==> config.mk <==
export PLATFORM = sky130hd
export DESIGN_NAME = i2c_master_bit_sequencer_top
export DESIGN_NICKNAME = d
export VERILOG_FILES = /design/src/rtl/i2cms_pkg.sv /design/src/rtl/i2cms_front.sv /design/src/rtl/i2cms_queue.sv /design/src/rtl/i2cms_back.sv /design/src/rtl/i2c_master_bit_sequencer_top.sv
export SDC_FILE = /design/constraint.sdc
export NUM_CORES = 1
export LEC_CHECK = 0
export ABC_AREA = 0
export BUFFER_PORTS_ARGS = -buffer_cell sky130_fd_sc_hd__buf_2
export CAP_MARGIN = 5
export CORE_MARGIN = 1
export CORE_UTILIZATION = 45
export CTS_CLUSTER_DIAMETER = 100
export DETAILED_ROUTE_END_ITERATION = 12
export PLACE_DENSITY = 0.59
export SETUP_SLACK_MARGIN = 0.5
export SLEW_MARGIN = 20
export SYNTH_ARGS = -nofsm -noshare
export SYNTH_HDL_FRONTEND = slang
export SYNTH_SLANG_ARGS = --single-unit
==> constraint.sdc <==
create_clock -name i_clk -period 8.3 [get_ports i_clk]
set_input_delay 0.415 -clock i_clk [delete_from_list [all_inputs] [get_ports i_clk]]
set_output_delay 0.415 -clock i_clk [all_outputs]
set_load 0.1 [all_outputs]
==> src/rtl/i2cms_pkg.sv <==
`default_nettype none
// ----------------------------------------------------------------------------
// i2cms_pkg
// shared types, opcodes and sequence lengths for the i2c master bit sequencer
// ----------------------------------------------------------------------------
package i2cms_pkg;

    typedef enum logic [2:0] {
        OP_IDLE  = 3'd0,
        OP_START = 3'd1,
        OP_STOP  = 3'd2,
        OP_WRITE = 3'd3,
        OP_READ  = 3'd4,
        OP_SACK  = 3'd5,
        OP_RACK  = 3'd6
    } t_op;

    localparam int unsigned QUEUE_DEPTH = 4;
    localparam int unsigned QUEUE_AW    = $clog2(QUEUE_DEPTH);
    localparam logic [7:0]  MSB_MASK    = 8'h80;

    typedef struct packed {
        t_op        op;
        logic       cmd_nz;
        logic [7:0] wr_data;
        logic       ack_out;
        logic       sda_in;
    } t_slot_req;

    function automatic logic [4:0] seq_len(input t_op op);
        logic [4:0] len;
        case (op)
            OP_START: len = 5'd4;
            OP_STOP:  len = 5'd3;
            OP_WRITE: len = 5'd24;
            OP_READ:  len = 5'd25;
            OP_SACK:  len = 5'd3;
            OP_RACK:  len = 5'd4;
            default:  len = 5'd0;
        endcase
        return len;
    endfunction

endpackage
`default_nettype wire

==> src/rtl/i2cms_front.sv <==
`default_nettype none
// ----------------------------------------------------------------------------
// i2cms_front
// accepts slot requests, decodes the command code and registers the request
// ----------------------------------------------------------------------------
module i2cms_front (
    input  wire                   i_clk,
    input  wire                   i_rst_n,
    input  wire                   i_valid,
    output logic                  o_stall,
    input  wire  [2:0]            i_cmd,
    input  wire  [7:0]            i_wr_data,
    input  wire                   i_ack_out,
    input  wire                   i_sda_in,
    output logic                  o_req_valid,
    output i2cms_pkg::t_slot_req  o_req,
    input  wire                   i_req_stall
);

    logic                 r_valid;
    i2cms_pkg::t_slot_req r_req;
    i2cms_pkg::t_slot_req n_req;
    logic                 take;

    always_comb begin
        n_req.cmd_nz  = (i_cmd != i2cms_pkg::OP_IDLE);
        n_req.wr_data = i_wr_data;
        n_req.ack_out = i_ack_out;
        n_req.sda_in  = i_sda_in;
        case (i_cmd)
            i2cms_pkg::OP_START: n_req.op = i2cms_pkg::OP_START;
            i2cms_pkg::OP_STOP:  n_req.op = i2cms_pkg::OP_STOP;
            i2cms_pkg::OP_WRITE: n_req.op = i2cms_pkg::OP_WRITE;
            i2cms_pkg::OP_READ:  n_req.op = i2cms_pkg::OP_READ;
            i2cms_pkg::OP_SACK:  n_req.op = i2cms_pkg::OP_SACK;
            i2cms_pkg::OP_RACK:  n_req.op = i2cms_pkg::OP_RACK;
            default:             n_req.op = i2cms_pkg::OP_IDLE;
        endcase
    end

    assign o_stall     = r_valid && i_req_stall;
    assign take        = i_valid && !o_stall;
    assign o_req_valid = r_valid;
    assign o_req       = r_req;

    always_ff @(posedge i_clk) begin
        if (!i_rst_n) begin
            r_valid <= 1'b0;
        end else if (!o_stall) begin
            r_valid <= i_valid;
        end
    end

    always_ff @(posedge i_clk) begin
        if (take) begin
            r_req <= n_req;
        end
    end

endmodule
`default_nettype wire

==> src/rtl/i2cms_queue.sv <==
`default_nettype none
// ----------------------------------------------------------------------------
// i2cms_queue
// small first-in first-out buffer of requests between front and back
// ----------------------------------------------------------------------------
module i2cms_queue (
    input  wire                   i_clk,
    input  wire                   i_rst_n,
    input  wire                   i_push_valid,
    output logic                  o_push_stall,
    input  i2cms_pkg::t_slot_req  i_push_req,
    output logic                  o_pop_valid,
    input  wire                   i_pop_stall,
    output i2cms_pkg::t_slot_req  o_pop_req
);

    i2cms_pkg::t_slot_req               r_mem [i2cms_pkg::QUEUE_DEPTH];
    logic [i2cms_pkg::QUEUE_AW-1:0]     r_wr_ptr;
    logic [i2cms_pkg::QUEUE_AW-1:0]     r_rd_ptr;
    logic [i2cms_pkg::QUEUE_AW:0]       r_count;
    logic                               push;
    logic                               pop;

    assign o_push_stall = (r_count == (i2cms_pkg::QUEUE_AW+1)'(i2cms_pkg::QUEUE_DEPTH));
    assign o_pop_valid  = (r_count != '0);
    assign o_pop_req    = r_mem[r_rd_ptr];
    assign push         = i_push_valid && !o_push_stall;
    assign pop          = o_pop_valid && !i_pop_stall;

    always_ff @(posedge i_clk) begin
        if (!i_rst_n) begin
            r_wr_ptr <= '0;
            r_rd_ptr <= '0;
            r_count  <= '0;
        end else begin
            if (push) begin
                r_wr_ptr <= r_wr_ptr + 1'b1;
            end
            if (pop) begin
                r_rd_ptr <= r_rd_ptr + 1'b1;
            end
            case ({push, pop})
                2'b10:   r_count <= r_count + 1'b1;
                2'b01:   r_count <= r_count - 1'b1;
                default: r_count <= r_count;
            endcase
        end
    end

    always_ff @(posedge i_clk) begin
        if (push) begin
            r_mem[r_wr_ptr] <= i_push_req;
        end
    end

endmodule
`default_nettype wire

==> src/rtl/i2cms_back.sv <==
`default_nettype none
// ----------------------------------------------------------------------------
// i2cms_back
// runs the pin sequences one slot per request and holds the result register
// ----------------------------------------------------------------------------
module i2cms_back (
    input  wire                   i_clk,
    input  wire                   i_rst_n,
    input  wire                   i_req_valid,
    output logic                  o_req_stall,
    input  i2cms_pkg::t_slot_req  i_req,
    output logic                  o_valid,
    input  wire                   i_stall,
    output logic                  o_scl,
    output logic                  o_sda_drive,
    output logic                  o_busy_res,
    output logic                  o_done_res,
    output logic [7:0]            o_rd_data,
    output logic                  o_ack_in,
    output logic                  o_rejected
);

    i2cms_pkg::t_op r_op;
    i2cms_pkg::t_op n_op;
    i2cms_pkg::t_op cur_op;
    logic [4:0]     r_slot, n_slot, cur_slot;
    logic [1:0]     r_phase, n_phase, cur_phase;
    logic [2:0]     r_bit, n_bit, cur_bit;
    logic [7:0]     r_shift, n_shift, cur_shift;
    logic           r_scl, n_scl;
    logic           r_sda, n_sda;
    logic           r_ack, n_ack;
    logic [7:0]     r_rd, n_rd;
    logic           r_done, n_done;
    logic           r_rej, n_rej;
    logic           r_out_valid;
    logic           pop;
    logic           start_cmd;
    logic           last_slot;
    logic           bit_step;
    logic [7:0]     bit_mask;

    assign o_req_stall = r_out_valid && i_stall;
    assign pop         = i_req_valid && !o_req_stall;

    // command pickup while idle
    always_comb begin
        start_cmd = (r_op == i2cms_pkg::OP_IDLE) && (i_req.op != i2cms_pkg::OP_IDLE);
        n_rej     = (r_op != i2cms_pkg::OP_IDLE) && i_req.cmd_nz;
        if (start_cmd) begin
            cur_op    = i_req.op;
            cur_slot  = 5'd0;
            cur_phase = 2'd0;
            cur_bit   = 3'd0;
            cur_shift = (i_req.op == i2cms_pkg::OP_WRITE) ? i_req.wr_data : 8'd0;
        end else begin
            cur_op    = r_op;
            cur_slot  = r_slot;
            cur_phase = r_phase;
            cur_bit   = r_bit;
            cur_shift = r_shift;
        end
        bit_mask = i2cms_pkg::MSB_MASK >> cur_bit;
    end

    // line actions of the current slot
    always_comb begin
        n_scl   = r_scl;
        n_sda   = r_sda;
        n_ack   = r_ack;
        n_shift = cur_shift;
        case (cur_op)
            i2cms_pkg::OP_START: begin
                case (cur_slot[1:0])
                    2'd0:    n_sda = 1'b1;
                    2'd1:    n_scl = 1'b1;
                    2'd2:    n_sda = 1'b0;
                    default: n_scl = 1'b0;
                endcase
            end
            i2cms_pkg::OP_STOP: begin
                case (cur_slot[1:0])
                    2'd0:    n_sda = 1'b0;
                    2'd1:    n_scl = 1'b1;
                    default: n_sda = 1'b1;
                endcase
            end
            i2cms_pkg::OP_WRITE: begin
                case (cur_phase)
                    2'd0:    n_sda = |(cur_shift & bit_mask);
                    2'd1:    n_scl = 1'b1;
                    default: n_scl = 1'b0;
                endcase
            end
            i2cms_pkg::OP_READ: begin
                if (cur_slot == 5'd0) begin
                    n_sda = 1'b1;
                end else begin
                    case (cur_phase)
                        2'd0:    n_scl = 1'b1;
                        2'd1:    n_shift = i_req.sda_in ? (cur_shift | bit_mask) : cur_shift;
                        default: n_scl = 1'b0;
                    endcase
                end
            end
            i2cms_pkg::OP_SACK: begin
                case (cur_slot[1:0])
                    2'd0:    n_sda = i_req.ack_out;
                    2'd1:    n_scl = 1'b1;
                    default: n_scl = 1'b0;
                endcase
            end
            i2cms_pkg::OP_RACK: begin
                case (cur_slot[1:0])
                    2'd0:    n_sda = 1'b1;
                    2'd1:    n_scl = 1'b1;
                    2'd2:    n_ack = i_req.sda_in;
                    default: n_scl = 1'b0;
                endcase
            end
            default: begin
                n_scl = r_scl;
            end
        endcase
    end

    // slot sequencing
    always_comb begin
        last_slot = ({1'b0, cur_slot} + 6'd1) >= {1'b0, i2cms_pkg::seq_len(cur_op)};
        bit_step  = !((cur_op == i2cms_pkg::OP_READ) && (cur_slot == 5'd0));
        n_done    = 1'b0;
        n_rd      = r_rd;
        n_op      = cur_op;
        n_slot    = cur_slot;
        n_phase   = cur_phase;
        n_bit     = cur_bit;
        if (cur_op != i2cms_pkg::OP_IDLE) begin
            if (last_slot) begin
                n_done  = 1'b1;
                n_op    = i2cms_pkg::OP_IDLE;
                n_slot  = 5'd0;
                n_phase = 2'd0;
                n_bit   = 3'd0;
                if (cur_op == i2cms_pkg::OP_READ) begin
                    n_rd = n_shift;
                end
            end else begin
                n_slot = cur_slot + 5'd1;
                if (bit_step) begin
                    if (cur_phase == 2'd2) begin
                        n_phase = 2'd0;
                        n_bit   = cur_bit + 3'd1;
                    end else begin
                        n_phase = cur_phase + 2'd1;
                    end
                end
            end
        end
    end

    always_ff @(posedge i_clk) begin
        if (!i_rst_n) begin
            r_op        <= i2cms_pkg::OP_IDLE;
            r_slot      <= 5'd0;
            r_phase     <= 2'd0;
            r_bit       <= 3'd0;
            r_shift     <= 8'd0;
            r_scl       <= 1'b1;
            r_sda       <= 1'b1;
            r_ack       <= 1'b0;
            r_rd        <= 8'd0;
            r_done      <= 1'b0;
            r_rej       <= 1'b0;
            r_out_valid <= 1'b0;
        end else begin
            if (pop) begin
                r_op    <= n_op;
                r_slot  <= n_slot;
                r_phase <= n_phase;
                r_bit   <= n_bit;
                r_shift <= n_shift;
                r_scl   <= n_scl;
                r_sda   <= n_sda;
                r_ack   <= n_ack;
                r_rd    <= n_rd;
                r_done  <= n_done;
                r_rej   <= n_rej;
            end
            if (!o_req_stall) begin
                r_out_valid <= i_req_valid;
            end
        end
    end

    assign o_valid     = r_out_valid;
    assign o_scl       = r_scl;
    assign o_sda_drive = r_sda;
    assign o_busy_res  = (r_op != i2cms_pkg::OP_IDLE);
    assign o_done_res  = r_done;
    assign o_rd_data   = r_rd;
    assign o_ack_in    = r_ack;
    assign o_rejected  = r_rej;

endmodule
`default_nettype wire

==> src/rtl/i2c_master_bit_sequencer_top.sv <==
`default_nettype none
// ----------------------------------------------------------------------------
// i2c_master_bit_sequencer_top
// i2c master bit engine: one request is one pin-timing slot
// ----------------------------------------------------------------------------
// Every request is one timing slot and yields exactly one result carrying the
// SCL and SDA drive levels after that slot, busy/done flags, the latest read
// byte and received ack, and a flag for a command refused while busy. A
// command is taken only when the engine is idle and its first step runs in
// the same slot. Throughput is one request per clock while the result side
// does not stall; input reaches the result through the front register, the
// four-entry queue and the result register. The queue lets the input side
// keep running for a few slots while the result side is stalled.
// ----------------------------------------------------------------------------
module i2c_master_bit_sequencer_top (
    input  wire        i_clk,
    input  wire        i_rst_n,
    input  wire        i_valid,
    output logic       o_stall,
    input  wire  [2:0] i_cmd,
    input  wire  [7:0] i_wr_data,
    input  wire        i_ack_out,
    input  wire        i_sda_in,
    output logic       o_valid,
    input  wire        i_stall,
    output logic       o_scl,
    output logic       o_sda_drive,
    output logic       o_busy_res,
    output logic       o_done_res,
    output logic [7:0] o_rd_data,
    output logic       o_ack_in,
    output logic       o_rejected
);

    logic                 front_valid;
    logic                 front_stall;
    i2cms_pkg::t_slot_req front_req;
    logic                 queue_valid;
    logic                 queue_stall;
    i2cms_pkg::t_slot_req queue_req;

    i2cms_front u_front (
        .i_clk       (i_clk),
        .i_rst_n     (i_rst_n),
        .i_valid     (i_valid),
        .o_stall     (o_stall),
        .i_cmd       (i_cmd),
        .i_wr_data   (i_wr_data),
        .i_ack_out   (i_ack_out),
        .i_sda_in    (i_sda_in),
        .o_req_valid (front_valid),
        .o_req       (front_req),
        .i_req_stall (front_stall)
    );

    i2cms_queue u_queue (
        .i_clk        (i_clk),
        .i_rst_n      (i_rst_n),
        .i_push_valid (front_valid),
        .o_push_stall (front_stall),
        .i_push_req   (front_req),
        .o_pop_valid  (queue_valid),
        .i_pop_stall  (queue_stall),
        .o_pop_req    (queue_req)
    );

    i2cms_back u_back (
        .i_clk       (i_clk),
        .i_rst_n     (i_rst_n),
        .i_req_valid (queue_valid),
        .o_req_stall (queue_stall),
        .i_req       (queue_req),
        .o_valid     (o_valid),
        .i_stall     (i_stall),
        .o_scl       (o_scl),
        .o_sda_drive (o_sda_drive),
        .o_busy_res  (o_busy_res),
        .o_done_res  (o_done_res),
        .o_rd_data   (o_rd_data),
        .o_ack_in    (o_ack_in),
        .o_rejected  (o_rejected)
    );

endmodule
`default_nettype wire

==> flow_metrics.py <==
metrics = {
    "clock_tree": {
        "cts.htree.levels": 4,
        "cts_inserted_buffers": 17,
        "cts_tree": "yes",
        "cts.repair.resized": 0,
        "holdBufCountCts": 0,
        "cts_root_buf": "clkbuf_16",
        "clock-sinks": 115,
        "cts_setup_buffers": 0,
        "clkTransAtPathRegs_ps": 60,
        "cts_buffer_depth": 2,
        "clk-insertion-delay-late_ps": 420,
    },
    "global_route": {
        "grt_overflow": 0,
        "first_global_vias": 3554,
        "grt_pass1_wl_mm": 18.3,
        "grtUsageTotal_pct": 19.5,
        "grt_max_degree": 33,
        "antenna_found_initial": 0,
    },
    "final_layout": {
        "n_antenna_cell": 0,
        "layout-drive-gt1-share_pct": 18.4,
        "final_common_cell": "edfxtp_1",
        "areaGrowthSynthToFinish_pct": 15.7,
        "mostFrequentLayoutCells": "edfxtp_1, dfxtp_1, nor2_1",
        "final_cells": 626,
        "nets": 513,
    },
    "status": {
        "run_status": "finished clean",
    },
    "sta": {
        "finClkSkew_ps": 8.66,
        "hold_violations": 0,
        "layout_min_cycle_time_ps": 5430,
        "finalSetupViolations": 0,
        "finalCritPeriodShare_pct": 65.4,
        "fmax_mhz": 184,
        "tns_ps": 0,
        "rsz0062_at_grt": "no",
        "worst_slew_pin_slew_ps": 1010,
        "slew_headroom_pct": 32.1,
        "maxSlewViolCount": 0,
    },
    "floorplan": {
        "start_util_pct": 46.7,
        "core_area_mm2": 0.0116,
        "ios": 33,
        "die_h_um": 112,
        "die_w_um": 112,
        "rows": 39,
        "die_area_mm2": 0.0124,
    },
    "worst_setup_path": {
        "critPathLaunchType": "flop",
        "crit_type": "flop to flop",
        "cp-end-kind": "flop",
        "critPathArrivalTime_ps": 5730,
        "cp_max_fo": 22,
        "worstPathRequired_ps": 8600,
    },
    "logic_synthesis": {
        "syn_area_mm2": 0.00540,
        "avgSynthCellArea_um2": 12.2,
        "seq_area_frac_synth_pct": 55.6,
        "synth_warnings": 0,
        "synth-seq-cells": 115,
        "synth_edf_count": 70,
        "yosys.area.top_type_share_pct": 38.9,
        "synth_area_leader_cell": "edfxtp_1",
        "syn-num-nets": 485,
        "synth_flop_cell": "edfxtp_1",
        "synthCells": 442,
        "synth_cell_type_count": 62,
        "netlist_top_cells_area": "edfxtp_1, dfxtp_1, mux4_2",
        "synth-async-reset-ratio_pct": 0,
    },
    "placed_design": {
        "dp.cells": 594,
        "port_buffers": 32,
        "dp_hpwl_mm": 7.49,
        "gp_congestion": 0.820,
    },
    "run": {
        "drv_cap": 0,
    },
    "route": {
        "drtIter0Drc": 301,
        "firstDrtPassIters": 5,
        "routed_wl_mm": 11.4,
        "drc": 0,
        "num_vias": 3687,
        "final_antenna_net_count": 0,
        "drt-vias-per-instance": 5.89,
        "wl_per_cell_um": 18.2,
    },
    "min_path": {
        "worst_hold_path_type": "input port to flop",
    },
    "pwr": {
        "ir_drop_mv": 0.241,
        "power_leakage_nw": 2.35,
        "pwr_density_cell_mw_per_mm2": 429,
    },
}
==> stage by stage <==
step | util [%] | worst slack [ps] | power, W | hold slack, ps | instance area (um^2)
2_1_floorplan | - | 4620 | 0.00169 | 459 | 5400
3_3_place_gp | 48.8 | 2990 | 0.00191 | 451 | 5650
3_5_place_dp | 48.8 | 2820 | 0.00192 | 460 | 5650
4_1_cts | 54.1 | 2800 | 0.00268 | 156 | 6250
5_1_grt | 54.1 | 2320 | 0.00283 | 153 | 6250
6_report | 54.1 | 2870 | 0.00268 | 174 | 6250
==> worst max-delay path, cell delays in order (launching register included) <==
cell and delay, ps:
dfxtp_1 930, mux4_2 730, o31ai_4 800, nand2_1 220, inv_1 180, ha_1 270, nand3_1 110, xor2_1 140
nor2_1 80, ha_1 300, o21ai_0 100, o21ai_1 800, a2111oi_0 270, a311o_1 380
==> routing by layer <==
layer	wire length [um]	track usage [%]	up-vias
li1	-	-	1743
met1	4870	24.3	1784
met3	765	6.37	18
met5	0	0	-
met2	5540	31.1	142
met4	195	8.83	0
==> layout make-up <==
| type | instances | area [um^2] |
|---|---|---|
| inverters | 18 | 67.6 |
| clock buffers | 17 | 425 |
| well taps | 143 | 179 |
| repair buffers | 36 | 190 |
| flip-flops and latches | 115 | 3000 |
| clock inverters | 15 | 179 |
| fillers | 955 | 5310 |
| multi-input cells | 282 | 2210 |
==> cell usage after synthesis (5+ instances only) <==
master,n
a21oi_1,28
a211oi_1,11
and3_1,7
dfxtp_1,45
nor2_1,33
buf_2,7
a21o_1,8
mux4_2,14
edfxtp_1,70
a32o_1,5
and2_1,6
mux2i_1,8
a31oi_1,9
a22o_1,6
ha_1,25
inv_1,17
o21ai_0,16
nand2_1,26
a32oi_1,5
clkbuf_1,17
==> logic make-up (layout without fill, tap and decap cells) <==
family          count (synthesis)  after routing  synth area share [%]
flops                         115            115                  55.6
simple gates                  104            104                  9.91
buf+inv                        45             86                  3.57
xor+xnor                        8              8                  1.30
compound gates                121            121                  16.0
mux                            23             23                  7.53
fa+ha+maj                      26             26                  6.16
==> final timing paths <==
kind	startpoint	endpoint	slack (ps)	cells past startpoint
setup / recovery	flop	u_back.r_phase[0]	2870	13
setup reg to reg	flop	u_back.r_phase[0]	2870	13
hold / removal	i_wr_data[5]	u_front.o_req[7]	170	1
hold reg to reg	u_back.o_done_res	u_back.o_done_res	460	2
==> sequential cells by signal, indices dropped and copies added (netlist names), 2 cells and up, named ones only <==
signal	count
u_back.r_shift	8
u_back.r_bit	3
u_front.o_req	14
u_queue.r_count	3
u_back.r_op	3
u_back.o_rd_data	8
u_queue.r_rd_ptr	2
u_queue.r_wr_ptr	2
u_queue.r_mem	56
u_back.r_slot	5
u_back.r_phase	2
==> power breakdown <==
part	switching, W	internal (W)
Clock	0.000274	0.000474
Combinational	0.000824	0.000364
Sequential	0.0000646	0.000678
Power figures use the tool's default switching activity.
